File: src/design/bpskcr_pkg.sv
// -----------------------------------------------------------------------------
// BPSK carrier recovery package
// Widths, register indexes, sequencer types and the quarter-wave sine table.
// -----------------------------------------------------------------------------
package bpskcr_pkg;

   localparam int LUT_ADDR_BITS = 10;
   localparam int PHASE_BITS    = 32;

   localparam int QUARTER_BITS = LUT_ADDR_BITS - 2;
   localparam int QUARTER_LEN  = 1 << QUARTER_BITS;

   localparam int SAMPLE_W    = 16;
   localparam int GAIN_W      = 24;
   localparam int CSR_INDEX_W = 8;
   localparam int CSR_DATA_W  = 32;
   localparam int FRAC_BITS   = 15;

   localparam int OPA_W  = GAIN_W + 1;
   localparam int ERR_W  = SAMPLE_W + 1;
   localparam int OPB_W  = ERR_W;
   localparam int PROD_W = OPA_W + OPB_W;
   localparam int ROT_W  = 2 * SAMPLE_W + 1;
   localparam int SUM_W  = ((PHASE_BITS > PROD_W) ? PHASE_BITS : PROD_W) + 1;

   localparam logic signed [SAMPLE_W-1:0] SINE_PEAK = 16'sd32767;
   localparam logic signed [SAMPLE_W-1:0] SAT_MAX   = 16'sh7fff;
   localparam logic signed [SAMPLE_W-1:0] SAT_MIN   = 16'sh8000;

   localparam logic signed [PHASE_BITS-1:0] FREQ_MAX = {1'b0, {(PHASE_BITS-1){1'b1}}};
   localparam logic signed [PHASE_BITS-1:0] FREQ_MIN = {1'b1, {(PHASE_BITS-1){1'b0}}};

   typedef logic [CSR_INDEX_W-1:0] csr_index_type;
   localparam csr_index_type CSR_ALPHA_GAIN = 8'd0;
   localparam csr_index_type CSR_BETA_GAIN  = 8'd1;

   localparam logic [GAIN_W-1:0] ALPHA_RESET = 24'd166886;
   localparam logic [GAIN_W-1:0] BETA_RESET  = 24'd417;

   typedef enum logic [3:0] {
      ST_IDLE,
      ST_MUL_IC,
      ST_MUL_QS,
      ST_MUL_QC,
      ST_MUL_IS,
      ST_ROT_Q,
      ST_MUL_ERR,
      ST_MUL_BETA,
      ST_MUL_ALPHA,
      ST_COMMIT
   } state_type;

   typedef enum logic [2:0] {
      MUL_SI_C,
      MUL_SQ_S,
      MUL_SQ_C,
      MUL_SI_S,
      MUL_RI_RQ,
      MUL_BETA_ERR,
      MUL_ALPHA_ERR
   } mul_sel_type;

   typedef struct packed {
      logic        accept;
      mul_sel_type mul_sel;
      logic        load_acc;
      logic        load_ri;
      logic        load_rq;
      logic        load_err;
      logic        load_freq;
      logic        commit;
   } ctrl_type;

   typedef logic signed [SAMPLE_W-1:0] qsine_type [QUARTER_LEN];

   localparam real HALF_PI    = 1.5707963267948966;
   localparam real QSINE_STEP = HALF_PI / real'(QUARTER_LEN);

   // round(32767 * sin(pi/2 * k / QUARTER_LEN)), k below QUARTER_LEN
   function automatic qsine_type build_qsine();
      qsine_type t;
      real       x;
      for (int k = 0; k < QUARTER_LEN; k++) begin
         x = 32767.0 * $sin(QSINE_STEP * real'(k));
         t[k] = SAMPLE_W'(int'(x));
      end
      return t;
   endfunction

   localparam qsine_type QSINE = build_qsine();

   // floor shift by FRAC_BITS, then saturate to a sample
   function automatic logic signed [SAMPLE_W-1:0] sat_rot(
      input logic signed [ROT_W-1:0] sum
   );
      logic signed [ROT_W-1:0] sh;
      sh = sum >>> FRAC_BITS;
      if (sh > ROT_W'(SAT_MAX)) begin
         return SAT_MAX;
      end else if (sh < ROT_W'(SAT_MIN)) begin
         return SAT_MIN;
      end
      return sh[SAMPLE_W-1:0];
   endfunction

endpackage

File: src/design/bpsk_carrier_recovery_loop.sv
// -----------------------------------------------------------------------------
// BPSK carrier recovery loop
// Second-order Costas loop: derotates each I/Q sample by the current phase
// and updates frequency and phase from the I*Q error.
// -----------------------------------------------------------------------------
// A request is accepted in the idle state; then one 25x17 signed multiplier
// forms seven products in turn (four rotation products, the error product,
// then the integral and proportional gain products). The frequency update is
// registered in ST_MUL_ALPHA, and the result, together with the phase update,
// in ST_COMMIT. req_tready is high again in the cycle in which the result first
// shows, so a new request is taken only once the previous one has committed.
// A result waits in the output register until taken; a following request still
// runs, and it holds in its commit state only while the previous result is
// still waiting. csr_ready is always high.
module bpsk_carrier_recovery_loop
   import bpskcr_pkg::*;
(
   input  logic                   clock,
   input  logic                   reset,
   input  logic                   req_tvalid,
   output logic                   req_tready,
   input  logic [31:0]            req_tdata,  // [15:0] sample_i, [31:16] sample_q
   output logic                   rsp_tvalid,
   input  logic                   rsp_tready,
   output logic [31:0]            rsp_tdata,  // [15:0] rotated_i, [31:16] rotated_q
   input  logic                   csr_valid,
   output logic                   csr_ready,
   input  logic [CSR_INDEX_W-1:0] csr_index,
   input  logic [CSR_DATA_W-1:0]  csr_data
);

   ctrl_type ctrl;
   logic     out_free;

   logic [GAIN_W-1:0] alpha_ff, alpha_in;
   logic [GAIN_W-1:0] beta_ff, beta_in;
   logic [PHASE_BITS-1:0] phase_ff, phase_in;
   logic signed [PHASE_BITS-1:0] freq_ff, freq_in;

   logic signed [SAMPLE_W-1:0] si_ff, si_in;
   logic signed [SAMPLE_W-1:0] sq_ff, sq_in;
   logic signed [SAMPLE_W-1:0] s_ff, s_in;
   logic signed [SAMPLE_W-1:0] c_ff, c_in;
   logic signed [ROT_W-1:0]    acc_ff, acc_in;
   logic signed [SAMPLE_W-1:0] ri_ff, ri_in;
   logic signed [SAMPLE_W-1:0] rq_ff, rq_in;
   logic signed [ERR_W-1:0]    err_ff, err_in;
   logic signed [SAMPLE_W-1:0] out_i_ff, out_i_in;
   logic signed [SAMPLE_W-1:0] out_q_ff, out_q_in;
   logic                       rsp_tvalid_ff, rsp_tvalid_in;

   logic [LUT_ADDR_BITS-1:0]   sin_idx;
   logic [LUT_ADDR_BITS-1:0]   cos_idx;
   logic signed [SAMPLE_W-1:0] sin_val;
   logic signed [SAMPLE_W-1:0] cos_val;

   logic signed [OPA_W-1:0]  op_a;
   logic signed [OPB_W-1:0]  op_b;
   logic signed [PROD_W-1:0] prod_ff;
   logic signed [ERR_W-1:0]  err_now;
   logic signed [ROT_W-1:0]  prod_rot;
   logic signed [SUM_W-1:0]  prod_ext;
   logic signed [SUM_W-1:0]  freq_sum;

   assign out_free  = !rsp_tvalid_ff || rsp_tready;
   assign csr_ready = 1'b1;

   bpskcr_ctrl u_ctrl (
      .clock     (clock),
      .reset     (reset),
      .req_valid (req_tvalid),
      .out_free  (out_free),
      .req_ready (req_tready),
      .ctrl      (ctrl)
   );

   assign sin_idx = phase_ff[PHASE_BITS-1 -: LUT_ADDR_BITS];
   assign cos_idx = sin_idx + LUT_ADDR_BITS'(QUARTER_LEN);

   bpskcr_sine u_sin (
      .idx   (sin_idx),
      .value (sin_val)
   );

   bpskcr_sine u_cos (
      .idx   (cos_idx),
      .value (cos_val)
   );

   assign err_now  = ERR_W'(prod_ff >>> FRAC_BITS);
   assign prod_rot = ROT_W'(prod_ff);
   assign prod_ext = SUM_W'(prod_ff);

   always_comb begin
      case (ctrl.mul_sel)
         MUL_SI_C: begin
            op_a = OPA_W'(si_ff);
            op_b = OPB_W'(c_ff);
         end
         MUL_SQ_S: begin
            op_a = OPA_W'(sq_ff);
            op_b = OPB_W'(s_ff);
         end
         MUL_SQ_C: begin
            op_a = OPA_W'(sq_ff);
            op_b = OPB_W'(c_ff);
         end
         MUL_SI_S: begin
            op_a = OPA_W'(si_ff);
            op_b = OPB_W'(s_ff);
         end
         MUL_RI_RQ: begin
            op_a = OPA_W'(ri_ff);
            op_b = OPB_W'(rq_ff);
         end
         MUL_BETA_ERR: begin
            op_a = signed'({1'b0, beta_ff});
            op_b = err_now;
         end
         MUL_ALPHA_ERR: begin
            op_a = signed'({1'b0, alpha_ff});
            op_b = err_ff;
         end
         default: begin
            op_a = '0;
            op_b = '0;
         end
      endcase
   end

   bpskcr_mac u_mac (
      .clock   (clock),
      .op_a    (op_a),
      .op_b    (op_b),
      .prod_ff (prod_ff)
   );

   always_comb begin
      alpha_in      = alpha_ff;
      beta_in       = beta_ff;
      phase_in      = phase_ff;
      freq_in       = freq_ff;
      si_in         = si_ff;
      sq_in         = sq_ff;
      s_in          = s_ff;
      c_in          = c_ff;
      acc_in        = acc_ff;
      ri_in         = ri_ff;
      rq_in         = rq_ff;
      err_in        = err_ff;
      out_i_in      = out_i_ff;
      out_q_in      = out_q_ff;
      rsp_tvalid_in = rsp_tvalid_ff && !rsp_tready;
      freq_sum      = SUM_W'(freq_ff) + prod_ext;

      if (csr_valid) begin
         case (csr_index)
            CSR_ALPHA_GAIN: alpha_in = csr_data[GAIN_W-1:0];
            CSR_BETA_GAIN:  beta_in  = csr_data[GAIN_W-1:0];
            default: ;
         endcase
      end

      if (ctrl.accept) begin
         si_in = signed'(req_tdata[SAMPLE_W-1:0]);
         sq_in = signed'(req_tdata[2*SAMPLE_W-1:SAMPLE_W]);
         s_in  = sin_val;
         c_in  = cos_val;
      end
      if (ctrl.load_acc) begin
         acc_in = prod_rot;
      end
      if (ctrl.load_ri) begin
         ri_in = sat_rot(acc_ff + prod_rot);
      end
      if (ctrl.load_rq) begin
         rq_in = sat_rot(acc_ff - prod_rot);
      end
      if (ctrl.load_err) begin
         err_in = err_now;
      end
      if (ctrl.load_freq) begin
         if (freq_sum > SUM_W'(FREQ_MAX)) begin
            freq_in = FREQ_MAX;
         end else if (freq_sum < SUM_W'(FREQ_MIN)) begin
            freq_in = FREQ_MIN;
         end else begin
            freq_in = freq_sum[PHASE_BITS-1:0];
         end
      end
      if (ctrl.commit) begin
         phase_in      = phase_ff + unsigned'(freq_ff) + prod_ext[PHASE_BITS-1:0];
         out_i_in      = ri_ff;
         out_q_in      = rq_ff;
         rsp_tvalid_in = 1'b1;
      end
   end

   always_ff @(posedge clock) begin
      if (reset) begin
         alpha_ff      <= ALPHA_RESET;
         beta_ff       <= BETA_RESET;
         phase_ff      <= '0;
         freq_ff       <= '0;
         rsp_tvalid_ff <= 1'b0;
      end else begin
         alpha_ff      <= alpha_in;
         beta_ff       <= beta_in;
         phase_ff      <= phase_in;
         freq_ff       <= freq_in;
         rsp_tvalid_ff <= rsp_tvalid_in;
      end
   end

   always_ff @(posedge clock) begin
      si_ff    <= si_in;
      sq_ff    <= sq_in;
      s_ff     <= s_in;
      c_ff     <= c_in;
      acc_ff   <= acc_in;
      ri_ff    <= ri_in;
      rq_ff    <= rq_in;
      err_ff   <= err_in;
      out_i_ff <= out_i_in;
      out_q_ff <= out_q_in;
   end

   assign rsp_tvalid = rsp_tvalid_ff;
   assign rsp_tdata  = {out_q_ff, out_i_ff};

   a_one_at_a_time: assert property (@(posedge clock) disable iff (reset)
      (req_tvalid && req_tready) |=> !req_tready)
      else $error("request accepted while another is in progress");

   a_rsp_from_commit: assert property (@(posedge clock) disable iff (reset)
      (!$past(reset) && rsp_tvalid && !$past(rsp_tvalid)) |-> $past(ctrl.commit))
      else $error("result raised without a commit");

   a_phase_on_commit: assert property (@(posedge clock) disable iff (reset)
      (!$past(reset) && phase_ff != $past(phase_ff)) |-> $past(ctrl.commit))
      else $error("phase changed outside a commit");

   a_freq_on_update: assert property (@(posedge clock) disable iff (reset)
      (!$past(reset) && freq_ff != $past(freq_ff)) |-> $past(ctrl.load_freq))
      else $error("frequency changed outside its update");

endmodule

File: src/design/bpskcr_sine.sv
// -----------------------------------------------------------------------------
// BPSK carrier recovery sine lookup
// Full-wave sine from the quarter-wave table by quadrant folding.
// -----------------------------------------------------------------------------
module bpskcr_sine
   import bpskcr_pkg::*;
(
   input  logic [LUT_ADDR_BITS-1:0] idx,
   output logic signed [SAMPLE_W-1:0] value
);

   logic [1:0]              quad;
   logic [QUARTER_BITS-1:0] r;
   logic [QUARTER_BITS-1:0] r_mirror;
   logic signed [SAMPLE_W-1:0] mag;

   always_comb begin
      quad     = idx[LUT_ADDR_BITS-1 -: 2];
      r        = idx[QUARTER_BITS-1:0];
      r_mirror = QUARTER_BITS'(0) - r;
      if (quad[0]) begin
         mag = (r == '0) ? SINE_PEAK : QSINE[r_mirror];
      end else begin
         mag = QSINE[r];
      end
      value = quad[1] ? -mag : mag;
   end

endmodule

File: src/design/bpskcr_mac.sv
// -----------------------------------------------------------------------------
// BPSK carrier recovery multiplier
// Shared signed multiplier with registered product.
// -----------------------------------------------------------------------------
module bpskcr_mac
   import bpskcr_pkg::*;
(
   input  logic                     clock,
   input  logic signed [OPA_W-1:0]  op_a,
   input  logic signed [OPB_W-1:0]  op_b,
   output logic signed [PROD_W-1:0] prod_ff
);

   logic signed [PROD_W-1:0] prod_in;

   assign prod_in = PROD_W'(op_a) * PROD_W'(op_b);

   always_ff @(posedge clock) begin
      prod_ff <= prod_in;
   end

endmodule

File: src/design/bpskcr_ctrl.sv
// -----------------------------------------------------------------------------
// BPSK carrier recovery sequencer
// Steps one request through the shared multiplier and the loop update.
// -----------------------------------------------------------------------------
module bpskcr_ctrl
   import bpskcr_pkg::*;
(
   input  logic     clock,
   input  logic     reset,
   input  logic     req_valid,
   input  logic     out_free,
   output logic     req_ready,
   output ctrl_type ctrl
);

   state_type state_ff;
   state_type state_in;

   always_ff @(posedge clock) begin
      if (reset) begin
         state_ff <= ST_IDLE;
      end else begin
         state_ff <= state_in;
      end
   end

   always_comb begin
      state_in       = state_ff;
      ctrl           = '0;
      ctrl.mul_sel   = MUL_ALPHA_ERR;
      req_ready      = 1'b0;
      case (state_ff)
         ST_IDLE: begin
            req_ready   = 1'b1;
            ctrl.accept = req_valid;
            if (req_valid) begin
               state_in = ST_MUL_IC;
            end
         end
         ST_MUL_IC: begin
            ctrl.mul_sel = MUL_SI_C;
            state_in     = ST_MUL_QS;
         end
         ST_MUL_QS: begin
            ctrl.mul_sel  = MUL_SQ_S;
            ctrl.load_acc = 1'b1;
            state_in      = ST_MUL_QC;
         end
         ST_MUL_QC: begin
            ctrl.mul_sel = MUL_SQ_C;
            ctrl.load_ri = 1'b1;
            state_in     = ST_MUL_IS;
         end
         ST_MUL_IS: begin
            ctrl.mul_sel  = MUL_SI_S;
            ctrl.load_acc = 1'b1;
            state_in      = ST_ROT_Q;
         end
         ST_ROT_Q: begin
            ctrl.mul_sel = MUL_RI_RQ;
            ctrl.load_rq = 1'b1;
            state_in     = ST_MUL_ERR;
         end
         ST_MUL_ERR: begin
            ctrl.mul_sel = MUL_RI_RQ;
            state_in     = ST_MUL_BETA;
         end
         ST_MUL_BETA: begin
            ctrl.mul_sel  = MUL_BETA_ERR;
            ctrl.load_err = 1'b1;
            state_in      = ST_MUL_ALPHA;
         end
         ST_MUL_ALPHA: begin
            ctrl.mul_sel   = MUL_ALPHA_ERR;
            ctrl.load_freq = 1'b1;
            state_in       = ST_COMMIT;
         end
         ST_COMMIT: begin
            ctrl.mul_sel = MUL_ALPHA_ERR;
            if (out_free) begin
               ctrl.commit = 1'b1;
               state_in    = ST_IDLE;
            end
         end
         default: begin
            state_in = ST_IDLE;
         end
      endcase
   end

endmodule
File: config.mk
export PLATFORM = sky130hd
export DESIGN_NAME = bpsk_carrier_recovery_loop
export DESIGN_NICKNAME = d
export VERILOG_FILES = /design/src/design/bpskcr_pkg.sv /design/src/design/bpsk_carrier_recovery_loop.sv /design/src/design/bpskcr_sine.sv /design/src/design/bpskcr_mac.sv /design/src/design/bpskcr_ctrl.sv
export SDC_FILE = /design/constraint.sdc
export NUM_CORES = 2
export LEC_CHECK = 0
export BUFFER_PORTS_ARGS = -buffer_cell sky130_fd_sc_hd__buf_4
export CORE_ASPECT_RATIO = 0.75
export CORE_MARGIN = 5
export CORE_UTILIZATION = 55
export CTS_CLUSTER_SIZE = 16
export DETAILED_ROUTE_END_ITERATION = 8
export GPL_TIMING_DRIVEN = 0
export HOLD_SLACK_MARGIN = 0.05
export PLACE_DENSITY = 0.77
export SYNTH_ARGS = -nofsm -noshare
export SYNTH_HDL_FRONTEND = slang
export SYNTH_SLANG_ARGS = --single-unit
File: constraint.sdc
create_clock -name clock -period 11 [get_ports clock]
set_clock_uncertainty 0.05 [all_clocks]
set_input_delay 1.65 -clock clock [delete_from_list [all_inputs] [get_ports clock]]
set_output_delay 1.65 -clock clock [all_outputs]
set_load 0.02 [all_outputs]
==> run metrics <==
antenna-violating nets left=0; htree depth=2; Yosys reg bits=between 300 and 400; Cell Rows=just under 90; initial antenna violation count=14; Initial Util=0.552; clock latency on the worst-skew pair=between 0.5 and 0.6 ns; Synth Cell Area=about 0.043 sq mm; Min Clock Period, post-route=10.95 ns; EDFF count, synth=178; Max Clock Freq=~0.091 GHz; port bufs=between 100 and 150; Slew Limit Headroom=0.0173; top post-synthesis cells by count=603 x nand2_1, 559 x inv_1, 522 x nor2_1; Worst Path Required=roughly 11 ns; met2 Use GR=0.620; Post-DP Area=roughly 0.046 sq mm; hold_buf cts=0; Die Wd=between 300 and 400 um; register area share after synthesis=0.197; Gate Count Post-Synth=between 5000 and 6000; Clock Path Buffers=3; Hold Vio Cnt, Final=0; final hold slack=approximately 0.41 ns; Max stage delay cell, worst path=clkbuf_1; final core occ=0.600; M1 GR Usage=0.621; FF-to-FF Start=u_ctrl.state_ff[0]; pre-CTS WS=-0.199 ns; critical path launch point type=flop; Root Buffer Master=clkbuf_16; CTS tree=yes; GR peak layer=met1; Tot GR Track Use=0.460; residual DRC count=33; worst setup path start=u_ctrl.state_ff[0]; failing checks=design-rule violations; share of layout cells above drive strength 1=0.0761; CP Capture Type=flop; number of CTS-inserted buffers=38; Setup-failing EPs final=0; critical path arrival=approximately 11 ns; status=finished with violations; largest net degree at the start of global routing=between 60 and 70; Pre-antenna DRT Iters=9; RSZ-0062 raised after global routing=false; TritonCTS Sinks=approximately 340; synth warn=0; GP Congestion=1.13; total gr overflow=0; ys flop type=edfxtp_1; via count=44145; Core ar.=just under 0.08 sq mm; Vias/cell=between 6 and 7; DRT iter0 DRCs=roughly 7800; area fraction of the dominant cell type after synthesis=0.210; Clk pin slew, worst setup/hold paths=approximately 0.06 ns; first-pass GRT wire length=about 290000 um; final WL=roughly 200000 um; design area=about 0.047 sq mm; Hold Path Origin=beta_ff[3]; Distinct cells, synth=about 110; I/O pin count=roughly 110; DPL Wire Length=between 150000 and 200000 um; Final #Nets=6130; Die H=between 200 and 300 um; Synth Area per Inst=8.41 sq um; final slew viol count=0; area delta synth->final=8.67%; Synth async-reset ratio=0; crit path max fanout=10; setup ws final=~0.052 ns; reg-to-reg slack, setup=just over 0.05 ns; cell taking the most area after synthesis=fa_1; Worst path max stage delay=approximately 0.8 ns; Wirelength per Cell=31.2 um; Synthesized Nets=about 6000; vias in the first global route=between 40000 and 50000; fin crit share=0.995; top post-synthesis cells by area=fa_1 21%, edfxtp_1 12%, ha_1 8.2%, dfxtp_1 7.4%, nand2_1 5.2%; full die area=~0.084 sq mm; Worst Hold Class=reg -> reg; Max-cap violations=0; crit-path most repeated cell=fa_1; Worst-Margin Slew=approximately 1.5 ns; WS Path Type=reg -> reg; met3 usage=0.233; most numerous cell in the Yosys netlist=nand2_1
-- area by class of cell --
type                    count  area (sq um)
diodes                      7          17.5
clock buffers              54          1110
clock inverters            16           161
repair buffers            133          1030
flip-flops and latches    337          8530
fillers                  6824         31300
multi-input cells        3887         31100
plain buffers             353          1560
well taps                1046          1310
inverters                 565          2120
-- state kept, by name (all words and copies together) (netlist names) --
name             count
u_mac.prod_ff       42
acc_ff              33
freq_ff             32
phase_ff            32
alpha_ff            24
beta_ff             24
err_ff              17
c_ff                16
out_i_ff            16
out_q_ff            16
ri_ff               16
rq_ff               16
s_ff                16
si_ff               16
sq_ff               16
u_ctrl.state_ff      4
rsp_tvalid           1
-- cells in the final DEF (no fill, tap or decap), types with 85 or more instances in the layout --
| cell type | count |
|---|---|
| ha_1 | 285 |
| inv_1 | 559 |
| a211oi_1 | 99 |
| buf_2 | 96 |
| fa_1 | 453 |
| nor2_1 | 521 |
| buf_4 | 130 |
| clkbuf_1 | 228 |
| nand2_1 | 602 |
| a21oi_1 | 351 |
| xnor2_1 | 135 |
| edfxtp_1 | 178 |
| o21ai_0 | 221 |
| nor3_1 | 85 |
| dfxtp_1 | 158 |
-- per-stage QoR --
step	instances	TNS, ns
2_1_floorplan	5142	0
3_3_place_gp	6290	-10.77
3_5_place_dp	6317	-0.227
4_1_cts	6387	0
5_1_grt	6392	0
6_report	6398	0
-- worst paths after layout --
kind,to,depth (start not counted)
min reg2reg,beta_ff[3],2
min,beta_ff[3],2
max reg2reg,u_mac.prod_ff[41],33
max,u_mac.prod_ff[41],33
-- critical path, delay by kind of cell (launching register included) --
kind            cells  cell delay (ns)
simple gates        8             1.81
xor+xnor            1             0.20
buf+inv             9             2.61
flops               1             0.30
fa+ha+maj           7             3.33
compound gates      8             2.51
-- layer usage --
| layer | part of all wire | routed length (um) |
|---|---|---|
| met1 | 0.38 | 76000 |
| met2 | 0.38 | 76500 |
| met3 | 0.18 | 35600 |
| met4 | 0.057 | 11400 |
| met5 | 0.00043 | 86 |
-- kinds of logic (layout without fill, tap and decap cells) --
group / count (synthesis) / count (layout) / synth area share
mux: 43 / 43 / 0.0143
fa+ha+maj: 740 / 740 / 0.293
compound gates: 1323 / 1323 / 0.207
simple gates: 1596 / 1596 / 0.165
buf+inv: 918 / 1121 / 0.0850
other cells: 1 / 8 / 0.0000868
flops: 337 / 337 / 0.197
xor+xnor: 184 / 184 / 0.0381
-- timing repair --
item / in CTS / in global routing
endpoints found under the setup margin: 4 / 6
hold endpoints to repair: 0 / 0
gates resized for setup: 1 / 12
pin swaps: 0 / 2
buffers inserted: 0 / 2
Power is not shown: default switching activity piles up to over one toggle a cycle in this logic, so the estimate is an artifact.
